[config.mk]
export PLATFORM = sky130hd
export DESIGN_NAME = prefix_code_bit_decoder_unit
export DESIGN_NICKNAME = d
export VERILOG_FILES = /design/src/hw/rtl/pcbd_pkg.sv /design/src/hw/rtl/pcbd_regs.sv /design/src/hw/rtl/pcbd_step.sv /design/src/hw/rtl/prefix_code_bit_decoder_unit.sv
export VERILOG_INCLUDE_DIRS = /design/src /design/src/hw/rtl
export SDC_FILE = /design/constraint.sdc
export NUM_CORES = 1
export LEC_CHECK = 0
export BUFFER_PORTS_ARGS = -buffer_cell sky130_fd_sc_hd__buf_4
export CORE_UTILIZATION = 40
export CTS_CLUSTER_DIAMETER = 200
export DETAILED_ROUTE_END_ITERATION = 16
export GPL_ROUTABILITY_DRIVEN = 0
export HOLD_SLACK_MARGIN = 0.08
export PLACE_DENSITY_LB_ADDON = 0.1
export SYNTH_ARGS = -nofsm -noshare
export SYNTH_HDL_FRONTEND = slang
export SYNTH_SLANG_ARGS = --single-unit
[constraint.sdc]
create_clock -name clock -period 10.5 [get_ports clock]
set_clock_uncertainty 0.2 [all_clocks]
set_input_delay 1.05 -clock clock [delete_from_list [all_inputs] [get_ports clock]]
set_output_delay 1.05 -clock clock [all_outputs]
set_load 0.01 [all_outputs]
[src/hw/rtl/assert_macros.svh]
// Assertion helpers for the RTL.
`ifndef ASSERT_MACROS_SVH
`define ASSERT_MACROS_SVH

`ifndef SYNTHESIS
`define ASSERT_CHK(name, clk, rst, prop) \
   name: assert property (@(posedge clk) disable iff (rst) prop) \
      else $error("assertion failed");
`define ASSERT_NEVER(name, clk, rst, expr) \
   name: assert property (@(posedge clk) disable iff (rst) !(expr)) \
      else $error("forbidden condition seen");
`else
`define ASSERT_CHK(name, clk, rst, prop)
`define ASSERT_NEVER(name, clk, rst, expr)
`endif

`endif

[src/hw/rtl/pcbd_pkg.sv]
package pcbd_pkg;

   localparam int TABLE_SLOTS = 8;
   localparam int IDX_W       = 3;
   localparam int ENTRY_W     = 29;
   localparam int CODE_W      = 16;
   localparam int ELEN_LSB    = 16;
   localparam int ELEN_W      = 5;
   localparam int SYM_LSB     = 21;
   localparam int SYM_W       = 8;
   localparam int ADDR_W      = 5;
   localparam int DATA_W      = 32;

   typedef logic [ENTRY_W-1:0] entry_type;
   typedef entry_type [TABLE_SLOTS-1:0] entry_array_type;

   typedef struct packed {
      logic             symbol_valid;
      logic [SYM_W-1:0] symbol;
      logic             lost;
   } rsp_type;

endpackage

[src/hw/rtl/pcbd_regs.sv]
module pcbd_regs (
   input  logic                        clock,
   input  logic                        reset,
   input  logic                        csr_psel,
   input  logic                        csr_penable,
   input  logic                        csr_pwrite,
   input  logic [pcbd_pkg::ADDR_W-1:0] csr_paddr,
   input  logic [pcbd_pkg::DATA_W-1:0] csr_pwdata,
   output logic [pcbd_pkg::DATA_W-1:0] csr_prdata,
   output logic                        csr_pready,
   output pcbd_pkg::entry_array_type   entries
);
   import pcbd_pkg::*;

   entry_array_type   entry_ff;
   entry_array_type   entry_in;
   logic [IDX_W-1:0]  reg_idx;
   logic              wr_en;

   assign reg_idx    = csr_paddr[ADDR_W-1:ADDR_W-IDX_W];
   assign wr_en      = csr_psel && csr_penable && csr_pwrite;
   assign csr_pready = 1'b1;
   assign csr_prdata = DATA_W'(entry_ff[reg_idx]);
   assign entries    = entry_ff;

   always_comb begin
      entry_in = entry_ff;
      if (wr_en) begin
         entry_in[reg_idx] = csr_pwdata[ENTRY_W-1:0];
      end
   end

   always_ff @(posedge clock) begin
      if (reset) begin
         entry_ff <= '0;
      end else begin
         entry_ff <= entry_in;
      end
   end

endmodule

[src/hw/rtl/pcbd_step.sv]
module pcbd_step #(
   parameter int NUM_ENTRIES  = 8,
   parameter int MAX_CODE_LEN = 16,
   parameter int LEN_W        = $clog2(MAX_CODE_LEN + 1)
) (
   input  pcbd_pkg::entry_array_type entries,
   input  logic [MAX_CODE_LEN-1:0]   pend_bits,
   input  logic [LEN_W-1:0]          pend_len,
   input  logic                      lost,
   input  logic                      code_bit,
   input  logic                      message_start,
   output logic [MAX_CODE_LEN-1:0]   pend_bits_next,
   output logic [LEN_W-1:0]          pend_len_next,
   output logic                      lost_next,
   output pcbd_pkg::rsp_type         result
);
   import pcbd_pkg::*;

   logic [MAX_CODE_LEN-1:0] bits0;
   logic [LEN_W-1:0]        len0;
   logic                    lost0;
   logic [MAX_CODE_LEN:0]   shifted;
   logic [MAX_CODE_LEN-1:0] new_bits;
   logic [LEN_W-1:0]        new_len;
   logic [MAX_CODE_LEN-1:0] mask;
   logic                    hit;
   logic [SYM_W-1:0]        hit_sym;

   assign bits0    = message_start ? '0 : pend_bits;
   assign len0     = message_start ? '0 : pend_len;
   assign lost0    = message_start ? 1'b0 : lost;
   assign shifted  = {bits0, code_bit};
   assign new_bits = shifted[MAX_CODE_LEN-1:0];
   assign new_len  = len0 + LEN_W'(1);

   always_comb begin
      for (int j = 0; j < MAX_CODE_LEN; j++) begin
         mask[j] = (LEN_W'(j) < new_len);
      end
   end

   // lowest index wins: scan downward so the last hit assigned is the lowest
   always_comb begin
      hit     = 1'b0;
      hit_sym = '0;
      for (int i = NUM_ENTRIES - 1; i >= 0; i--) begin
         if (entries[i][ELEN_LSB +: ELEN_W] == ELEN_W'(new_len) &&
             ((entries[i][MAX_CODE_LEN-1:0] ^ new_bits) & mask) == '0) begin
            hit     = 1'b1;
            hit_sym = entries[i][SYM_LSB +: SYM_W];
         end
      end
   end

   always_comb begin
      pend_bits_next      = bits0;
      pend_len_next       = len0;
      lost_next           = lost0;
      result.symbol_valid = 1'b0;
      result.symbol       = '0;
      if (!lost0) begin
         if (len0 == LEN_W'(MAX_CODE_LEN)) begin
            lost_next      = 1'b1;
            pend_bits_next = '0;
            pend_len_next  = '0;
         end else if (hit) begin
            pend_bits_next      = '0;
            pend_len_next       = '0;
            result.symbol_valid = 1'b1;
            result.symbol       = hit_sym;
         end else begin
            pend_bits_next = new_bits;
            pend_len_next  = new_len;
         end
      end
      result.lost = lost_next;
   end

endmodule

[src/hw/rtl/prefix_code_bit_decoder_unit.sv]
// Prefix code bit decoder.
// Code bits arrive one per item on the req_ channel (req_code_bit, plus
// req_message_start to begin a new message). Each accepted item yields
// exactly one result item on the rsp_ channel: symbol_valid, symbol, lost.
// The codeword table is eight registers on the csr_ APB port at 4*i;
// write them only while no items are in flight.
// A result is registered into the output buffer when its item is accepted.
// Throughput: one item per cycle while req_stall is low; all table entries are compared in
// parallel in one step between the decoder state and the output buffer.
// The output side is a two-entry buffer: an item is still accepted while
// one result waits under rsp_stall; req_stall rises only while the second
// buffer entry is occupied, and clears once the receiver takes a result.
// Reset clears the table (all entries unused), the accumulator, the lost
// flag and both buffer entries.
`include "assert_macros.svh"

module prefix_code_bit_decoder_unit #(
   parameter int NUM_ENTRIES  = 8,
   parameter int MAX_CODE_LEN = 16
) (
   input  logic                        clock,
   input  logic                        reset,
   input  logic                        req_valid,
   output logic                        req_stall,
   input  logic                        req_code_bit,
   input  logic                        req_message_start,
   output logic                        rsp_valid,
   input  logic                        rsp_stall,
   output logic                        rsp_symbol_valid,
   output logic [pcbd_pkg::SYM_W-1:0]  rsp_symbol,
   output logic                        rsp_lost,
   input  logic                        csr_psel,
   input  logic                        csr_penable,
   input  logic                        csr_pwrite,
   input  logic [pcbd_pkg::ADDR_W-1:0] csr_paddr,
   input  logic [pcbd_pkg::DATA_W-1:0] csr_pwdata,
   output logic [pcbd_pkg::DATA_W-1:0] csr_prdata,
   output logic                        csr_pready
);
   import pcbd_pkg::*;

   localparam int LEN_W = $clog2(MAX_CODE_LEN + 1);

   entry_array_type         entries;
   logic [MAX_CODE_LEN-1:0] pend_bits_ff, pend_bits_in;
   logic [LEN_W-1:0]        pend_len_ff, pend_len_in;
   logic                    lost_ff, lost_in;
   rsp_type                 step_rsp;
   rsp_type                 main_ff, main_in;
   rsp_type                 skid_ff, skid_in;
   logic                    main_valid_ff, main_valid_in;
   logic                    skid_valid_ff, skid_valid_in;
   logic                    accept;
   logic                    main_free;

   pcbd_regs u_regs (
      .clock       (clock),
      .reset       (reset),
      .csr_psel    (csr_psel),
      .csr_penable (csr_penable),
      .csr_pwrite  (csr_pwrite),
      .csr_paddr   (csr_paddr),
      .csr_pwdata  (csr_pwdata),
      .csr_prdata  (csr_prdata),
      .csr_pready  (csr_pready),
      .entries     (entries)
   );

   pcbd_step #(
      .NUM_ENTRIES  (NUM_ENTRIES),
      .MAX_CODE_LEN (MAX_CODE_LEN),
      .LEN_W        (LEN_W)
   ) u_step (
      .entries        (entries),
      .pend_bits      (pend_bits_ff),
      .pend_len       (pend_len_ff),
      .lost           (lost_ff),
      .code_bit       (req_code_bit),
      .message_start  (req_message_start),
      .pend_bits_next (pend_bits_in),
      .pend_len_next  (pend_len_in),
      .lost_next      (lost_in),
      .result         (step_rsp)
   );

   assign req_stall = skid_valid_ff;
   assign accept    = req_valid && !req_stall;
   assign main_free = !main_valid_ff || !rsp_stall;

   assign rsp_valid        = main_valid_ff;
   assign rsp_symbol_valid = main_ff.symbol_valid;
   assign rsp_symbol       = main_ff.symbol;
   assign rsp_lost         = main_ff.lost;

   always_comb begin
      main_in       = main_ff;
      main_valid_in = main_valid_ff;
      skid_in       = skid_ff;
      skid_valid_in = skid_valid_ff;
      if (main_free) begin
         if (skid_valid_ff) begin
            main_in       = skid_ff;
            main_valid_in = 1'b1;
            skid_valid_in = 1'b0;
         end else begin
            main_in       = step_rsp;
            main_valid_in = accept;
         end
      end else if (accept) begin
         skid_in       = step_rsp;
         skid_valid_in = 1'b1;
      end
   end

   always_ff @(posedge clock) begin
      if (reset) begin
         pend_bits_ff  <= '0;
         pend_len_ff   <= '0;
         lost_ff       <= 1'b0;
         main_valid_ff <= 1'b0;
         skid_valid_ff <= 1'b0;
      end else begin
         if (accept) begin
            pend_bits_ff <= pend_bits_in;
            pend_len_ff  <= pend_len_in;
            lost_ff      <= lost_in;
         end
         main_valid_ff <= main_valid_in;
         skid_valid_ff <= skid_valid_in;
      end
   end

   always_ff @(posedge clock) begin
      main_ff <= main_in;
      skid_ff <= skid_in;
   end

   `ASSERT_CHK(a_skid_needs_main, clock, reset, skid_valid_ff |-> main_valid_ff)
   `ASSERT_NEVER(a_sym_while_lost, clock, reset, rsp_valid && rsp_symbol_valid && rsp_lost)
   `ASSERT_CHK(a_sym_zero, clock, reset, (rsp_valid && !rsp_symbol_valid) |-> (rsp_symbol == '0))
   `ASSERT_CHK(a_len_bound, clock, reset, pend_len_ff <= LEN_W'(MAX_CODE_LEN))
   `ASSERT_CHK(a_lost_empty, clock, reset, lost_ff |-> (pend_len_ff == '0 && pend_bits_ff == '0))

endmodule
==> qor.yml <==
hold_buffers: 0
firstDrtPassIters: 6
core_um2: 42040
antenna-diode-count: 0
crit_required_ns: 10.60
worstPathArrival_ns: 7.43
grt_pass1_vias: 15970
timing.fmax_mhz: 136.4
cp_num_buf_inv: 2
fp.dieH_um: 208.5
cts_root_buf: "clkbuf_16"
cp_top_family: "simple AND/OR/NAND/NOR gates"
fin_crit_ns: 7.329
antenna_found_initial: 0
cp_slowest_cell: "mux2i_4"
whs_ns: 0.2713
dp_slack_ns: 3.030
post_cts_buffers: 0
max_slew.worst_pin.slew_ns: 1.239
final_cell_mix: "515 x nand2_1, 275 x a21oi_1, 255 x dfxtp_1"
clk_path_buf_depth: 3
worstSkewPairLatency_ns: 0.56
synth_warnings: 0
cts_tree: "built"
powerDensity_nw_per_um2: 136.7
hp-class: "reg2reg"
cp-start-kind: "flip-flop"
status: "finished clean"
die_w_um: 208.5
hp-start: "u_regs.entries[109]$_SDFFE_PP0P_"
cts_buffers: 34
path_cells: "nand2b_1, inv_1, ha_1, and3_1, mux2i_4, nand2_1, o22ai_1, o221ai_1, nor3_2, buf_4, nor2_2, a22oi_1, o21ai_1, o211a_1"
endpoint_kind: "flip-flop"
rsz0062_at_grt: "false"
ys_async_sr_fraction: 0
setup-tns-final_ns: 0
ioPinCount: 91
via_per_inst: 6.399
place.port_buffers: 81
numClockSinks: 275
relSlewSlack: 0.1671
path_class: "reg2reg"
nets: 2212
setup_viol: 0
syn_to_final_growth_pct: 9.422
cp_max_fo: 25
r2r-start: "pend_len_ff[0]$_SDFFE_PP0P_"
die_area_um2: 43460
grt_pass1_wl_um: 108800
ant_nets: 0
wl_um: 74570
ys_ff_latch: 275
post_cts_resized: 0
cts_max_level: 2
ys_seq_area_frac: 0.3346
yosysUniqueCellTypes: 111
dp_hpwl_um: 50810
synth_flop_cell: "dfxtp_1"
start_util: 0.4056
wire_per_inst_um: 27.37
grt-ovfl-total: 0
route.detailed.drc: 0
clk_pin_slew_worst_paths_ns: 0.06
syn_avg_cell_area_um2: 7.622
crit_start: "pend_len_ff[0]$_SDFFE_PP0P_"
syn_area_um2: 17050
drive_above_1_share: 0.1006
power.leakage_nw: 6.077
cp_slowest_stage_delay_ns: 0.81
rows: 75
final_max_slew_viol_count: 0
period_share: 0.6980
vias: 17440
nFillCells: 4253
grt_max_degree: 95
fin_ws_ns: 3.171
finalHoldViolCount: 0
synth-edff-count: 20
gr-usage-all-layers: 0.3368
syn_inst: 2237
ir_worst_vdd_v: 0.00009157
drt_iter0_markers: 2556
final_common_cell: "nand2_1"
max-cap-violations: 0
==> worst paths after layout <==
| check | to | slack (ns) | cells past startpoint |
|---|---|---|---|
| worst max-delay path | rsp_symbol[5]$_DFFE_PN_ | 3.17 | 14 |
| worst min-delay path | u_regs.entries[109]$_SDFFE_PP0P_ | 0.27 | 2 |
| worst max register to register | rsp_symbol[5]$_DFFE_PN_ | 3.17 | 14 |
| worst min register to register | u_regs.entries[109]$_SDFFE_PP0P_ | 0.27 | 2 |
==> Yosys cell counts, drive strengths merged (5+ instances only) <==
master / instances / area (µm²)
clkbuf: 137 / 526.8
a221oi: 6 / 65.06
mux2i: 5 / 66.31
nor2b: 22 / 137.6
xor2: 58 / 508.0
nand4: 43 / 269.0
nor3b: 5 / 37.54
xnor2: 108 / 945.9
nor4bb: 21 / 210.2
nor3: 24 / 125.1
nand3b: 10 / 75.07
nor2: 100 / 380.4
and3: 16 / 100.1
or2: 5 / 31.28
a221o: 7 / 70.07
nand2: 515 / 1933
buf: 91 / 571.8
inv: 20 / 75.07
dfxtp: 255 / 5105
a21o: 5 / 37.54
nand3: 25 / 130.1
o32ai: 16 / 140.1
o211a: 8 / 80.08
o21ai: 50 / 254.0
o31ai: 5 / 61.30
or3: 7 / 53.80
and2: 19 / 118.9
a21oi: 276 / 1385
edfxtp: 20 / 600.6
o22ai: 12 / 75.07
a211oi: 14 / 110.1
nor4: 19 / 180.2
a22oi: 144 / 1081
nand2b: 20 / 127.6
a31oi: 31 / 193.9
o211ai: 13 / 97.59
a2111oi: 6 / 102.6
o221ai: 6 / 52.55
==> cells by family (layout without fill, tap and decap cells) <==
logic type               after synthesis  in the layout  synth area share
AO/OA/AOI/OAI                        658            658            0.2561
XOR/XNOR                             169            169           0.08923
adder cells (fa/ha/maj)                2              2          0.001467
buffers and inverters                249            196           0.06934
flip-flops                           275            275            0.3346
multiplexers                           7              7          0.005429
other                                  2              4         0.0004404
AND/OR/NAND/NOR                      875            875            0.2434
==> sequential cells by signal (all words and copies together) (netlist names), 5 cells and up <==
| register | flops |
|---|---|
| skid_ff | 10 |
| pend_bits_ff | 15 |
| u_regs.entries | 232 |
| pend_len_ff | 5 |
| rsp_symbol | 8 |
==> cell type report <==
cell class                 count  area [µm²]  share of cell area
inverter                      21       83.83            0.004493
timing repair buffer         117       884.6             0.04741
sequential                   275        5705              0.3058
clock buffer                  50       982.2             0.05264
tap                          539       674.4             0.03615
clock inverter                 8       125.1            0.006706
multi-input combinational   1715       10200              0.5468
==> through the flow <==
stage / instance area [µm²] / cells / total power, mW / util
2_1_floorplan: 17060 / 2239 / 1.275 / -
3_3_place_gp: 17550 / 2667 / 1.363 / 0.4175
3_5_place_dp: 17550 / 2667 / 1.365 / 0.4175
4_1_cts: 18660 / 2725 / 2.554 / 0.4438
5_1_grt: 18660 / 2725 / 2.621 / 0.4438
6_report: 18660 / 2725 / 2.551 / 0.4438
==> metal layers <==
metal  global-route usage  vias to the layer above  share of wire
met4               0.1607                        0          0.047
met3              0.07381                      196           0.12
met2               0.4852                     1093           0.42
met5                    0                        -              0
li1                     -                     7791              -
met1               0.4731                     8357           0.42
==> where the power goes <==
group          leakage [nW]  switching, mW  internal [mW]
Clock                 0.538          0.478          0.722
Sequential             2.27         0.0156           1.07
Combinational          3.27          0.184         0.0796
==> worst reg2reg max path, stage by stage, from the launching register on <==
cell and delay, ns:
dfxtp_1 0.79, nand2b_1 0.79, inv_1 0.22, ha_1 0.78, and3_1 0.41, mux2i_4 0.81
nand2_1 0.42, o22ai_1 0.66, o221ai_1 0.59, nor3_2 0.28, buf_4 0.27, nor2_2 0.13
a22oi_1 0.23, o21ai_1 0.23, o211a_1 0.27
Power figures use the tool's default switching activity.
